File: config.mk
export PLATFORM = sky130hd
export DESIGN_NAME = hsl_shade_palette_rgb565_core_flat
export DESIGN_NICKNAME = d
export VERILOG_FILES = /design/src/rtl/core/hsp_pkg.sv /design/src/rtl/core/hsp_if.sv /design/src/rtl/core/hsl_shade_palette_rgb565_core.sv /design/src/rtl/core/hsp_seq.sv /design/src/rtl/core/hsp_chan.sv /design/src/rtl/core/hsp_pipe.sv /design/src/flat_wrapper.sv
export SDC_FILE = /design/constraint.sdc
export NUM_CORES = 2
export LEC_CHECK = 0
export BUFFER_PORTS_ARGS = -buffer_cell sky130_fd_sc_hd__buf_2
export CAP_MARGIN = 0
export CORE_ASPECT_RATIO = 0.6
export CORE_MARGIN = 2
export CORE_UTILIZATION = 41
export CTS_CLUSTER_DIAMETER = 120
export DETAILED_ROUTE_END_ITERATION = 6
export GPL_TIMING_DRIVEN = 0
export PLACE_DENSITY = 0.61
export SETUP_SLACK_MARGIN = 0.15
export SLEW_MARGIN = 20
export SYNTH_ARGS = -nofsm -noshare
export SYNTH_HDL_FRONTEND = slang
export SYNTH_SLANG_ARGS = --single-unit
File: constraint.sdc
create_clock -name clk_i -period 22 [get_ports clk_i]
set_input_delay 1.1 -clock clk_i [delete_from_list [all_inputs] [get_ports clk_i]]
set_output_delay 1.1 -clock clk_i [all_outputs]
set_load 0.02 [all_outputs]
File: src/rtl/core/hsp_pkg.sv
`timescale 1ns / 1ps
// ----------------------------------------------------------------------------
// hsp_pkg
// Shared widths, scale constants and shade tables for the HSL shade palette.
// ----------------------------------------------------------------------------
package hsp_pkg;

  // Fixed-point format of saturation and lightness
  localparam int unsigned FRAC_BITS = 12;

  // Field widths
  localparam int unsigned HUE_W     = 16;
  localparam int unsigned FRAC_IN_W = 13;
  localparam int unsigned KW        = 4;
  localparam int unsigned PIX_W     = 16;
  localparam int unsigned CH_W      = 8;

  localparam int unsigned SHADE_COUNT = 11;
  localparam logic [KW-1:0] LAST_SHADE = KW'(SHADE_COUNT - 1);

  // Scale: D = 100 * ONE represents 1.0 after the shade adjustment
  localparam longint unsigned ONE    = 64'd1 << FRAC_BITS;
  localparam longint unsigned DSCALE = 64'd100 * ONE;
  localparam longint unsigned D2     = DSCALE * DSCALE;

  localparam int unsigned LW  = $clog2(DSCALE + 1);        // l, s
  localparam int unsigned PW  = FRAC_IN_W + 7;             // field * 100
  localparam int unsigned MW  = (LW > PW) ? LW : PW;       // compare width
  localparam int unsigned AW  = MW + 2;                    // signed lightness sum
  localparam int unsigned CW  = 2 * LW;                    // chroma at scale D^2
  localparam int unsigned VW  = $clog2(D2 * 1920 + 1);     // channel at scale D^2*1920

  // Hue handling
  localparam int unsigned HUE_PERIOD = 5760;
  localparam int unsigned SECTOR_LEN = 960;
  localparam int unsigned SECTORS    = 6;
  localparam int unsigned HUE_WRAPS  = ((1 << HUE_W) - 1) / HUE_PERIOD;
  localparam int unsigned HW         = 13;                 // reduced hue
  localparam int unsigned TW         = 10;                 // interpolation numerator
  localparam int unsigned SECW       = 3;

  // Channel rounding: round(v*255/(D^2*1920)) = floor((17v >> SH) + 5000) / 10000
  localparam int unsigned SH         = 2 * FRAC_BITS + 7;
  localparam int unsigned NW         = 23;
  localparam int unsigned ROUND_BIAS = 5000;
  // floor(n/10000) = (n * RECIP) >> RECIP_SH, exact for n < 2^NW
  localparam int unsigned RW         = 23;
  localparam longint unsigned RECIP  = 64'd6871948;
  localparam int unsigned RECIP_SH   = 36;

  // Shade tables in hundredths, lightest shade first
  localparam logic signed [7:0] LIGHT_OFF [SHADE_COUNT] = '{
    8'sd35, 8'sd28, 8'sd20, 8'sd12, 8'sd6, 8'sd0,
    -8'sd8, -8'sd16, -8'sd26, -8'sd38, -8'sd48
  };
  localparam logic [6:0] SAT_FAC [SHADE_COUNT] = '{
    7'd35, 7'd50, 7'd70, 7'd85, 7'd95, 7'd100,
    7'd95, 7'd85, 7'd70, 7'd55, 7'd40
  };

  // Sequencer to datapath: one shade request per cycle while the pipeline advances
  typedef struct packed {
    logic                 valid;
    logic [KW-1:0]        k;
    logic [HUE_W-1:0]     hue;
    logic [FRAC_IN_W-1:0] sat;
    logic [FRAC_IN_W-1:0] lig;
  } hsp_seq_t;

endpackage

File: src/rtl/core/hsp_if.sv
`timescale 1ns / 1ps
// ----------------------------------------------------------------------------
// hsp_in_if / hsp_out_if
// Valid/ready channels for base colors in and palette shades out.
// ----------------------------------------------------------------------------
interface hsp_in_if;
  logic                                  valid;
  logic                                  ready;
  logic [hsp_pkg::HUE_W-1:0]             hue;
  logic [hsp_pkg::FRAC_IN_W-1:0]         saturation;
  logic [hsp_pkg::FRAC_IN_W-1:0]         lightness;

  modport source (output valid, hue, saturation, lightness, input ready);
  modport sink   (input valid, hue, saturation, lightness, output ready);
endinterface

interface hsp_out_if;
  logic                                  valid;
  logic                                  ready;
  logic [hsp_pkg::KW-1:0]                shade_index;
  logic [hsp_pkg::PIX_W-1:0]             pixel565;
  logic                                  last;

  modport source (output valid, shade_index, pixel565, last, input ready);
  modport sink   (input valid, shade_index, pixel565, last, output ready);
endinterface

File: src/rtl/core/hsl_shade_palette_rgb565_core.sv
`timescale 1ns / 1ps
// ----------------------------------------------------------------------------
// hsl_shade_palette_rgb565_core
// HSL base color in, eleven RGB565 shades out, lightest first.
// ----------------------------------------------------------------------------
// Usage:
//   in_i  : valid/ready, one base color per item (hue in 1/16 degree,
//           saturation and lightness Q1.12).
//   out_o : valid/ready, eleven items per base color: shade_index 0..10,
//           pixel565 (R 15:11, G 10:5, B 4:0) and last on shade 10.
// Throughput: one shade per cycle while out_o is not stalled; the next color
//   is taken in the cycle its predecessor issues its last shade.
// Path: the first shade of an input item passes the sequencer, five
//   arithmetic stages, two rounding stages and the output register.
// The single shade issue slot of the sequencer sets the rate.
// Stall: when out_o holds an item that is not taken, the whole pipeline and
//   the sequencer freeze; in_i.ready drops. Nothing is dropped or repeated.
// Reset (rst_ni low, asynchronous): all stage valid bits and the sequencer
//   clear; the block is ready for a new item right after reset.
// ----------------------------------------------------------------------------
module hsl_shade_palette_rgb565_core (
  input  logic       clk_i,
  input  logic       rst_ni,
  hsp_in_if.sink     in_i,
  hsp_out_if.source  out_o
);
  import hsp_pkg::*;

  hsp_seq_t seq;
  logic     adv;

  hsp_seq u_seq (
    .clk_i  (clk_i),
    .rst_ni (rst_ni),
    .adv_i  (adv),
    .in_i   (in_i),
    .seq_o  (seq)
  );

  hsp_pipe u_pipe (
    .clk_i  (clk_i),
    .rst_ni (rst_ni),
    .seq_i  (seq),
    .adv_o  (adv),
    .out_o  (out_o)
  );

  // A taken item starts its run at the lightest shade
  a_start_shade: assert property (@(posedge clk_i) disable iff (!rst_ni)
    (in_i.valid && in_i.ready) |=> (seq.valid && (seq.k == '0)))
    else $error("run does not start at shade 0");

  // Input is only taken while the pipeline advances
  a_ready_adv: assert property (@(posedge clk_i) disable iff (!rst_ni)
    in_i.ready |-> adv)
    else $error("input taken during stall");

  // A new item is only taken when no shades of the previous one remain to issue
  a_no_overlap: assert property (@(posedge clk_i) disable iff (!rst_ni)
    (in_i.valid && in_i.ready) |-> (!seq.valid || (seq.k == LAST_SHADE)))
    else $error("item taken mid-run");

  // Last mark follows the shade number
  a_last_mark: assert property (@(posedge clk_i) disable iff (!rst_ni)
    out_o.valid |-> (out_o.last == (out_o.shade_index == LAST_SHADE)))
    else $error("last mark out of step with shade index");

endmodule

File: src/rtl/core/hsp_seq.sv
`timescale 1ns / 1ps
// ----------------------------------------------------------------------------
// hsp_seq
// Holds one base color and issues its eleven shade requests, one per cycle while adv_i is high.
// ----------------------------------------------------------------------------
module hsp_seq (
  input  logic              clk_i,
  input  logic              rst_ni,
  input  logic              adv_i,
  hsp_in_if.sink            in_i,
  output hsp_pkg::hsp_seq_t seq_o
);
  import hsp_pkg::*;

  logic                 active_q;
  logic [KW-1:0]        k_q;
  logic [HUE_W-1:0]     hue_q;
  logic [FRAC_IN_W-1:0] sat_q;
  logic [FRAC_IN_W-1:0] lig_q;
  logic                 accept;

  // Next item may load while the last shade of the current one issues
  assign in_i.ready = adv_i && (!active_q || (k_q == LAST_SHADE));
  assign accept     = in_i.valid && in_i.ready;

  always_ff @(posedge clk_i or negedge rst_ni) begin
    if (!rst_ni) begin
      active_q <= 1'b0;
      k_q      <= '0;
    end else if (adv_i) begin
      if (accept) begin
        active_q <= 1'b1;
        k_q      <= '0;
      end else if (active_q) begin
        if (k_q == LAST_SHADE) begin
          active_q <= 1'b0;
        end else begin
          k_q <= k_q + KW'(1);
        end
      end
    end
  end

  always_ff @(posedge clk_i) begin
    if (accept) begin
      hue_q <= in_i.hue;
      sat_q <= in_i.saturation;
      lig_q <= in_i.lightness;
    end
  end

  assign seq_o.valid = active_q;
  assign seq_o.k     = k_q;
  assign seq_o.hue   = hue_q;
  assign seq_o.sat   = sat_q;
  assign seq_o.lig   = lig_q;

endmodule

File: src/rtl/core/hsp_chan.sv
`timescale 1ns / 1ps
// ----------------------------------------------------------------------------
// hsp_chan
// Scales one channel by 255, rounds half up and clamps to 8 bits (2 stages).
// ----------------------------------------------------------------------------
module hsp_chan (
  input  logic                      clk_i,
  input  logic                      en_i,
  input  logic [hsp_pkg::VW-1:0]    v_i,
  output logic [hsp_pkg::CH_W-1:0]  byte_o
);
  import hsp_pkg::*;

  logic [VW+4:0]      v17;
  logic [NW-1:0]      n_d, n_q;
  logic [NW+RW-1:0]   prod;
  logic [NW+RW-RECIP_SH-1:0] quo;
  logic [CH_W-1:0]    byte_d, byte_q;

  // Stage A: n = (17v >> SH) + half of the divisor
  always_comb begin
    v17 = ((VW+5)'(v_i) << 4) + (VW+5)'(v_i);
    n_d = NW'(v17 >> SH) + NW'(ROUND_BIAS);
  end

  // Stage B: divide by 10000 through the reciprocal, then clamp
  always_comb begin
    prod   = (NW+RW)'(n_q) * (NW+RW)'(RECIP);
    quo    = (NW+RW-RECIP_SH)'(prod >> RECIP_SH);
    byte_d = (quo > (NW+RW-RECIP_SH)'(255)) ? {CH_W{1'b1}} : CH_W'(quo);
  end

  always_ff @(posedge clk_i) begin
    if (en_i) begin
      n_q    <= n_d;
      byte_q <= byte_d;
    end
  end

  assign byte_o = byte_q;

endmodule

File: src/rtl/core/hsp_pipe.sv
`timescale 1ns / 1ps
// ----------------------------------------------------------------------------
// hsp_pipe
// Shade datapath: adjust, HSL to RGB in fixed point, round and pack.
// ----------------------------------------------------------------------------
module hsp_pipe (
  input  logic              clk_i,
  input  logic              rst_ni,
  input  hsp_pkg::hsp_seq_t seq_i,
  output logic              adv_o,
  hsp_out_if.source         out_o
);
  import hsp_pkg::*;

  logic adv;
  logic v1_q, v2_q, v3_q, v4_q, v5_q, v6_q, v7_q, out_valid_q;
  logic [KW-1:0] k1_q, k2_q, k3_q, k4_q, k5_q, k6_q, k7_q, out_k_q;

  // Stage 1: shade adjustment and hue reduction
  logic [PW-1:0]        lig100, sprod;
  logic signed [AW-1:0] lt;
  logic [LW-1:0]        l1_d, l1_q, s1_d, s1_q;
  logic [HUE_W-1:0]     hbase;
  logic [HW-1:0]        h1_d, h1_q;

  always_comb begin
    lig100 = PW'(seq_i.lig) * PW'(100);
    lt     = $signed(AW'(lig100)) + (AW'(LIGHT_OFF[seq_i.k]) <<< FRAC_BITS);
    if (lt < 0) begin
      l1_d = '0;
    end else if (lt > $signed(AW'(DSCALE))) begin
      l1_d = LW'(DSCALE);
    end else begin
      l1_d = LW'(lt);
    end
    sprod = PW'(seq_i.sat) * PW'(SAT_FAC[seq_i.k]);
    s1_d  = (MW'(sprod) > MW'(DSCALE)) ? LW'(DSCALE) : LW'(sprod);
    hbase = '0;
    for (int w = 1; w <= HUE_WRAPS; w++) begin
      if (seq_i.hue >= HUE_W'(w * HUE_PERIOD)) hbase = HUE_W'(w * HUE_PERIOD);
    end
    h1_d = HW'(seq_i.hue - hbase);
  end

  // Stage 2: |2l - 1| and hue sector
  logic [LW:0]     twol, dev;
  logic [LW-1:0]   dm2_d, dm2_q, l2_q, s2_q;
  logic [HW-1:0]   sbase;
  logic [SECW-1:0] sec2_d, sec2_q;
  logic [TW-1:0]   f2, t2_d, t2_q;

  always_comb begin
    twol = (LW+1)'(l1_q) << 1;
    dev  = (twol >= (LW+1)'(DSCALE)) ? twol - (LW+1)'(DSCALE) : (LW+1)'(DSCALE) - twol;
    dm2_d  = LW'((LW+1)'(DSCALE) - dev);
    sec2_d = '0;
    sbase  = '0;
    for (int s = 1; s < SECTORS; s++) begin
      if (h1_q >= HW'(s * SECTOR_LEN)) begin
        sec2_d = SECW'(s);
        sbase  = HW'(s * SECTOR_LEN);
      end
    end
    f2   = TW'(h1_q - sbase);
    t2_d = sec2_d[0] ? TW'(SECTOR_LEN) - f2 : f2;
  end

  // Stage 3: chroma and lightness term
  logic [CW-1:0]   c3_d, c3_q;
  logic [VW-1:0]   lt3_d, lt3_q;
  logic [SECW-1:0] sec3_q;
  logic [TW-1:0]   t3_q;

  always_comb begin
    c3_d  = CW'(dm2_q) * CW'(s2_q);
    lt3_d = VW'(l2_q) * VW'(DSCALE * 1920);
  end

  // Stage 4: c, x and m at common scale D^2 * 1920
  logic [VW-1:0]   cc4_d, cc4_q, xx4_d, xx4_q, mm4_d, mm4_q;
  logic [SECW-1:0] sec4_q;

  always_comb begin
    cc4_d = VW'(c3_q) * VW'(1920);
    xx4_d = VW'(c3_q) * VW'({t3_q, 1'b0});
    mm4_d = lt3_q - VW'(c3_q) * VW'(960);
  end

  // Stage 5: sector routing plus m
  logic [VW-1:0] r5, g5, b5;
  logic [VW-1:0] vr5_d, vg5_d, vb5_d, vr5_q, vg5_q, vb5_q;

  always_comb begin
    unique case (sec4_q)
      SECW'(0): begin r5 = cc4_q; g5 = xx4_q; b5 = '0;    end
      SECW'(1): begin r5 = xx4_q; g5 = cc4_q; b5 = '0;    end
      SECW'(2): begin r5 = '0;    g5 = cc4_q; b5 = xx4_q; end
      SECW'(3): begin r5 = '0;    g5 = xx4_q; b5 = cc4_q; end
      SECW'(4): begin r5 = xx4_q; g5 = '0;    b5 = cc4_q; end
      default:  begin r5 = cc4_q; g5 = '0;    b5 = xx4_q; end
    endcase
    vr5_d = r5 + mm4_q;
    vg5_d = g5 + mm4_q;
    vb5_d = b5 + mm4_q;
  end

  // Stages 6 and 7: per-channel rounding
  logic [CH_W-1:0] r7, g7, b7;

  hsp_chan u_chan_r (.clk_i(clk_i), .en_i(adv), .v_i(vr5_q), .byte_o(r7));
  hsp_chan u_chan_g (.clk_i(clk_i), .en_i(adv), .v_i(vg5_q), .byte_o(g7));
  hsp_chan u_chan_b (.clk_i(clk_i), .en_i(adv), .v_i(vb5_q), .byte_o(b7));

  logic [PIX_W-1:0] pix_q;

  // Whole pipeline moves together; it only holds when the output is full and stalled
  assign adv   = !out_valid_q || out_o.ready;
  assign adv_o = adv;

  always_ff @(posedge clk_i or negedge rst_ni) begin
    if (!rst_ni) begin
      v1_q        <= 1'b0;
      v2_q        <= 1'b0;
      v3_q        <= 1'b0;
      v4_q        <= 1'b0;
      v5_q        <= 1'b0;
      v6_q        <= 1'b0;
      v7_q        <= 1'b0;
      out_valid_q <= 1'b0;
    end else if (adv) begin
      v1_q        <= seq_i.valid;
      v2_q        <= v1_q;
      v3_q        <= v2_q;
      v4_q        <= v3_q;
      v5_q        <= v4_q;
      v6_q        <= v5_q;
      v7_q        <= v6_q;
      out_valid_q <= v7_q;
    end
  end

  always_ff @(posedge clk_i) begin
    if (adv) begin
      k1_q   <= seq_i.k;
      l1_q   <= l1_d;
      s1_q   <= s1_d;
      h1_q   <= h1_d;

      k2_q   <= k1_q;
      l2_q   <= l1_q;
      s2_q   <= s1_q;
      dm2_q  <= dm2_d;
      sec2_q <= sec2_d;
      t2_q   <= t2_d;

      k3_q   <= k2_q;
      c3_q   <= c3_d;
      lt3_q  <= lt3_d;
      sec3_q <= sec2_q;
      t3_q   <= t2_q;

      k4_q   <= k3_q;
      cc4_q  <= cc4_d;
      xx4_q  <= xx4_d;
      mm4_q  <= mm4_d;
      sec4_q <= sec3_q;

      k5_q   <= k4_q;
      vr5_q  <= vr5_d;
      vg5_q  <= vg5_d;
      vb5_q  <= vb5_d;

      k6_q   <= k5_q;
      k7_q   <= k6_q;

      out_k_q <= k7_q;
      pix_q   <= {r7[7:3], g7[7:2], b7[7:3]};
    end
  end

  assign out_o.valid       = out_valid_q;
  assign out_o.shade_index = out_k_q;
  assign out_o.pixel565    = pix_q;
  assign out_o.last        = (out_k_q == LAST_SHADE);

endmodule

File: src/flat_wrapper.sv
// flat-port wrapper written by rule: the top's interface ports become plain ports
module hsl_shade_palette_rgb565_core_flat import hsp_pkg::*;
  (clk_i, rst_ni, in_i_valid, in_i_hue, in_i_saturation, in_i_lightness, in_i_ready, out_o_valid, out_o_shade_index, out_o_pixel565, out_o_last, out_o_ready);
  hsp_in_if in_i_i ();
  hsp_out_if out_o_i ();
  input  logic clk_i;
  input  logic rst_ni;
  input wire logic [$bits(in_i_i.valid)-1:0] in_i_valid;
  input wire logic [$bits(in_i_i.hue)-1:0] in_i_hue;
  input wire logic [$bits(in_i_i.saturation)-1:0] in_i_saturation;
  input wire logic [$bits(in_i_i.lightness)-1:0] in_i_lightness;
  output wire logic [$bits(in_i_i.ready)-1:0] in_i_ready;
  output wire logic [$bits(out_o_i.valid)-1:0] out_o_valid;
  output wire logic [$bits(out_o_i.shade_index)-1:0] out_o_shade_index;
  output wire logic [$bits(out_o_i.pixel565)-1:0] out_o_pixel565;
  output wire logic [$bits(out_o_i.last)-1:0] out_o_last;
  input wire logic [$bits(out_o_i.ready)-1:0] out_o_ready;
  assign in_i_i.valid = in_i_valid;
  assign in_i_i.hue = in_i_hue;
  assign in_i_i.saturation = in_i_saturation;
  assign in_i_i.lightness = in_i_lightness;
  assign in_i_ready = in_i_i.ready;
  assign out_o_valid = out_o_i.valid;
  assign out_o_shade_index = out_o_i.shade_index;
  assign out_o_pixel565 = out_o_i.pixel565;
  assign out_o_last = out_o_i.last;
  assign out_o_i.ready = out_o_ready;
  hsl_shade_palette_rgb565_core u_core (.clk_i(clk_i), .rst_ni(rst_ni), .in_i(in_i_i), .out_o(out_o_i));
endmodule
==> results.md <==
- Antenna-violating nets left: 0
- Hpwl dp: between 200 and 250 mm
- Final Hold Fails: 0
- Post-synth net total: roughly 12000
- Compound-Gate Fraction of Synth Area: a little over a tenth
- Root Buffer: clkbuf_16
- Drc violations: 0
- CP startpoint kind: flip-flop
- Clk sinks: between 600 and 700
- Core Region: ~220000 um2
- Yosys warning count: 0
- Placer Congestion: 0.988
- PostCTS Resize Cnt: 0
- Synth Area in XOR/XNOR: about 4.6%
- I/O Pins: 69
- Post-Synth Adder-Cell Area: between 40 and 50%
- Antenna violations before repair: 24
- Seq/Total Area, Yosys: 20.8%
- Tmin final: about 8500 ps
- Synth Cell Area: about 92000 um2
- Clk_lat worst skew: roughly 700 ps
- Largest family of logic cells by synthesized area: adder cells
- H-tree depth: 3
- Unique masters post-synth: 101
- Vias: 66400
- Slew @ Worst Pin: ~1100 ps
- TritonCTS clock tree: done
- First-pass GRT wire length: ~400 mm
- DRT Wirelength: about 250 mm
- 1st-iter DRT viols: around 6100
- Avg Inst Size Synth: 10.0 um2
- Post-synthesis mux area share: less than 1%
- Hold crit path type: in2async
- Hold Slack: approximately 280 ps
- Drt wl/cell: about 20 um
- WS Path Type: reg2reg
- Worst setup margin: between 10000 and 15000 ps
- FMAX: between 0.1 and 0.15 GHz
- Final Cycle Share: between 30% and 40%
- Slew HR: 23.2%
- Simple-gate share of the synthesized area: 11.1%
- Delay-heaviest family, CP: adder cells
- Main synth FF type: edfxtp_1
- Max-cap violation count: 0
- Most used cell, CP: fa_1
- Synth Register Bits: 636
- Vias in the first global route: between 60000 and 70000
- Worst Setup SP: u_core.u_pipe.dm2_q[11]$_DFFE_PP_
- CTS buffer count: 73
- Clock slew at the register clock pins of the worst setup and hold paths: 70 ps
- Crit path buffers/inverters: 7
- Clock buffer depth: 3
- Largest net degree at the start of global routing: 55
- Status: complete, no violations
- Area growth syn-to-layout: 7.67%
- Total Nets Final: roughly 12000
- Die Wd: just over 600 um
- Setup crit end kind: flip-flop
- Syn Inst Count: 9145
- RSZ-0062 raised after global routing: no
- Post-CTS setup buffers: 0
- Fill cells: approximately 21000
- CTS Hold Buffers Added: 0
- Post-synth EDFFs: just over 600
- Skew final: 49.0 ps
- Data required time of the worst path: 22460 ps
- Overflow after GRT: 0
- CP max FO: 10
- Drt pass-1 iters: 5
- Die area: between 200000 and 250000 um2
- Site Rows: 134
- Die Ht: ~370 um
- Pre-CTS WS: 13630 ps
- I/O Buffers: 68
- Arrival @ worst endpoint: ~9000 ps
- Vias per inst: about 5.4
- # setup viols final: 0
- Starting Density: approximately two fifths
- Crit-path slowest cell: clkbuf_1
- Fraction of registers with async set/reset: a little over 2%
- Max-slew violations: 0
- Crit-path max cell delay: about 650 ps
- Fraction of layout cells with a size suffix above 1: 3.03%
- GRT Resource Usage Total: around 22%
- Worst r2r src: u_core.u_pipe.dm2_q[11]$_DFFE_PP_
final timing paths:
| path | endpoint | slack, ps | cells after the start |
|---|---|---|---|
| max in group asynchronous | u_core.u_pipe.v2_q$_DFFE_PN0P_ | 21490 | 1 |
| min | u_core.u_pipe.out_o.valid$_DFFE_PN0P_ | 280 | 1 |
| min reg2reg | u_core.u_pipe.h1_q[6]$_DFFE_PP_ | 410 | 0 |
| min in group clk_i | u_core.u_pipe.h1_q[6]$_DFFE_PP_ | 410 | 0 |
| max reg2reg | u_core.u_pipe.c3_q[36]$_DFFE_PP_ | 13510 | 25 |
| max | u_core.u_pipe.c3_q[36]$_DFFE_PP_ | 13510 | 25 |
routing by layer:
metal	global-route usage [%]	vias to the layer above	wire [um]
li1	-	30700	-
met1	36.5	33000	128000
met2	29.5	2488	94000
met3	5.08	233	25000
met4	3.64	4	4120
met5	0.124	-	47
worst register-to-register path, stage by stage, from the launching register on:
cell,delay (ps)
edfxtp_1,330
clkbuf_1,650
clkbuf_1,530
nand2_1,160
fa_1,570
inv_1,60
fa_1,540
inv_1,80
fa_1,560
inv_1,70
fa_1,480
inv_1,60
fa_1,530
inv_1,50
fa_1,470
ha_1,350
and3_1,200
nand4_1,110
a211oi_1,220
o41ai_1,170
a31o_2,280
o31ai_1,630
a211oi_1,280
o41ai_1,440
a21oi_1,140
xnor2_1,320
synth_stat cells, drive strengths merged (11+ instances only):
| cell type | count | area, um2 |
|---|---|---|
| xnor2 | 308 | 2700 |
| o2111ai | 12 | 124 |
| a31oi | 38 | 238 |
| nor2 | 276 | 1040 |
| o21a | 59 | 443 |
| o21bai | 63 | 473 |
| o41ai | 12 | 113 |
| buf | 12 | 50.1 |
| nor2b | 72 | 450 |
| a31o | 15 | 131 |
| a21oi | 446 | 2230 |
| nand4 | 64 | 400 |
| nand2 | 908 | 3410 |
| dfrtp | 13 | 325 |
| ha | 1297 | 16200 |
| clkbuf | 206 | 773 |
| and2 | 329 | 2060 |
| nor4 | 16 | 100 |
| a21boi | 14 | 105 |
| o21ai | 276 | 1380 |
| o211ai | 33 | 248 |
| a41oi | 11 | 96.3 |
| edfxtp | 623 | 18700 |
| or4 | 13 | 105 |
| a22o | 44 | 385 |
| or3 | 29 | 181 |
| and3 | 56 | 350 |
| and4 | 17 | 149 |
| a211o | 13 | 114 |
| xor2 | 175 | 1530 |
| nor3 | 95 | 492 |
| a21o | 250 | 1880 |
| nand2b | 79 | 494 |
| inv | 1645 | 6170 |
| a211oi | 53 | 425 |
| a221oi | 16 | 164 |
| fa | 1247 | 25000 |
| o31ai | 22 | 193 |
| nand3 | 105 | 526 |
| or2 | 30 | 188 |
| a311oi | 15 | 138 |
kinds of logic (layout without fill, tap and decap cells):
family,after synthesis,after routing
AOI/OAI and AO/OA,1489,1489
xor gates and xnor gates,484,484
adders and majority gates,2544,2544
buffers and inverters,1863,2079
DFF,636,636
muxes,17,17
other,0,4
and+or+nand+nor,2112,2112
cells in the final DEF, fill, tap and decap left out, drive strengths merged, types with 14 or more instances in the layout:
master	netlist	routed
nor3	95	95
a21o	250	250
edfxtp	623	623
a21boi	14	14
o21a	59	59
a31oi	38	38
and2	329	329
a311oi	15	15
nand4	64	64
or2	30	30
o31ai	22	22
nand3	105	105
clkinv	0	27
buf	12	94
clkbuf	206	289
xnor2	308	308
a21oi	446	446
fa	1247	1247
and4	17	17
o211ai	33	33
o21ai	276	276
o21bai	63	63
a31o	15	15
a211oi	53	53
nor2	276	276
and3	56	56
xor2	175	175
a22o	44	44
nor4	16	16
nand2	908	908
nand2b	79	79
inv	1645	1653
or3	29	29
ha	1297	1297
a221oi	16	16
nor2b	72	72
per-stage QoR:
step	TNS (ps)	instance area (um2)	util [%]	instances
floorplan	0	91600	-	9145
detailed placement	0	96000	43.2	12200
global placement	-2068110	95700	43.1	12200
global route	0	98600	44.4	12400
finish	0	98600	44.4	12400
CTS	0	98600	44.4	12400
state kept, by name, summed over array words and instances, names as in the netlist, 26 cells and up:
name                 flops
u_core.u_pipe.vg5_q     45
u_core.u_pipe.xx4_q     45
u_core.u_pipe.c3_q      35
u_core.u_pipe.cc4_q     39
u_core.u_pipe.vr5_q     45
u_core.u_pipe.mm4_q     39
u_core.u_pipe.vb5_q     45
u_core.u_pipe.lt3_q     26
final cells by class:
class / instances / area (um2) / area share [%]
multi-input combinational: 6646 / 65600 / 66.5
clock inverter: 51 / 694 / 0.704
sequential: 636 / 19000 / 19.3
antenna: 4 / 10.0 / 0.0101
tap: 2992 / 3740 / 3.80
clock buffer: 83 / 1890 / 1.91
buffer: 218 / 827 / 0.838
inverter: 1645 / 6170 / 6.26
timing repair buffer: 82 / 688 / 0.698
Power is not shown: default switching activity piles up to over one toggle a cycle in this logic, so the estimate is an artifact.
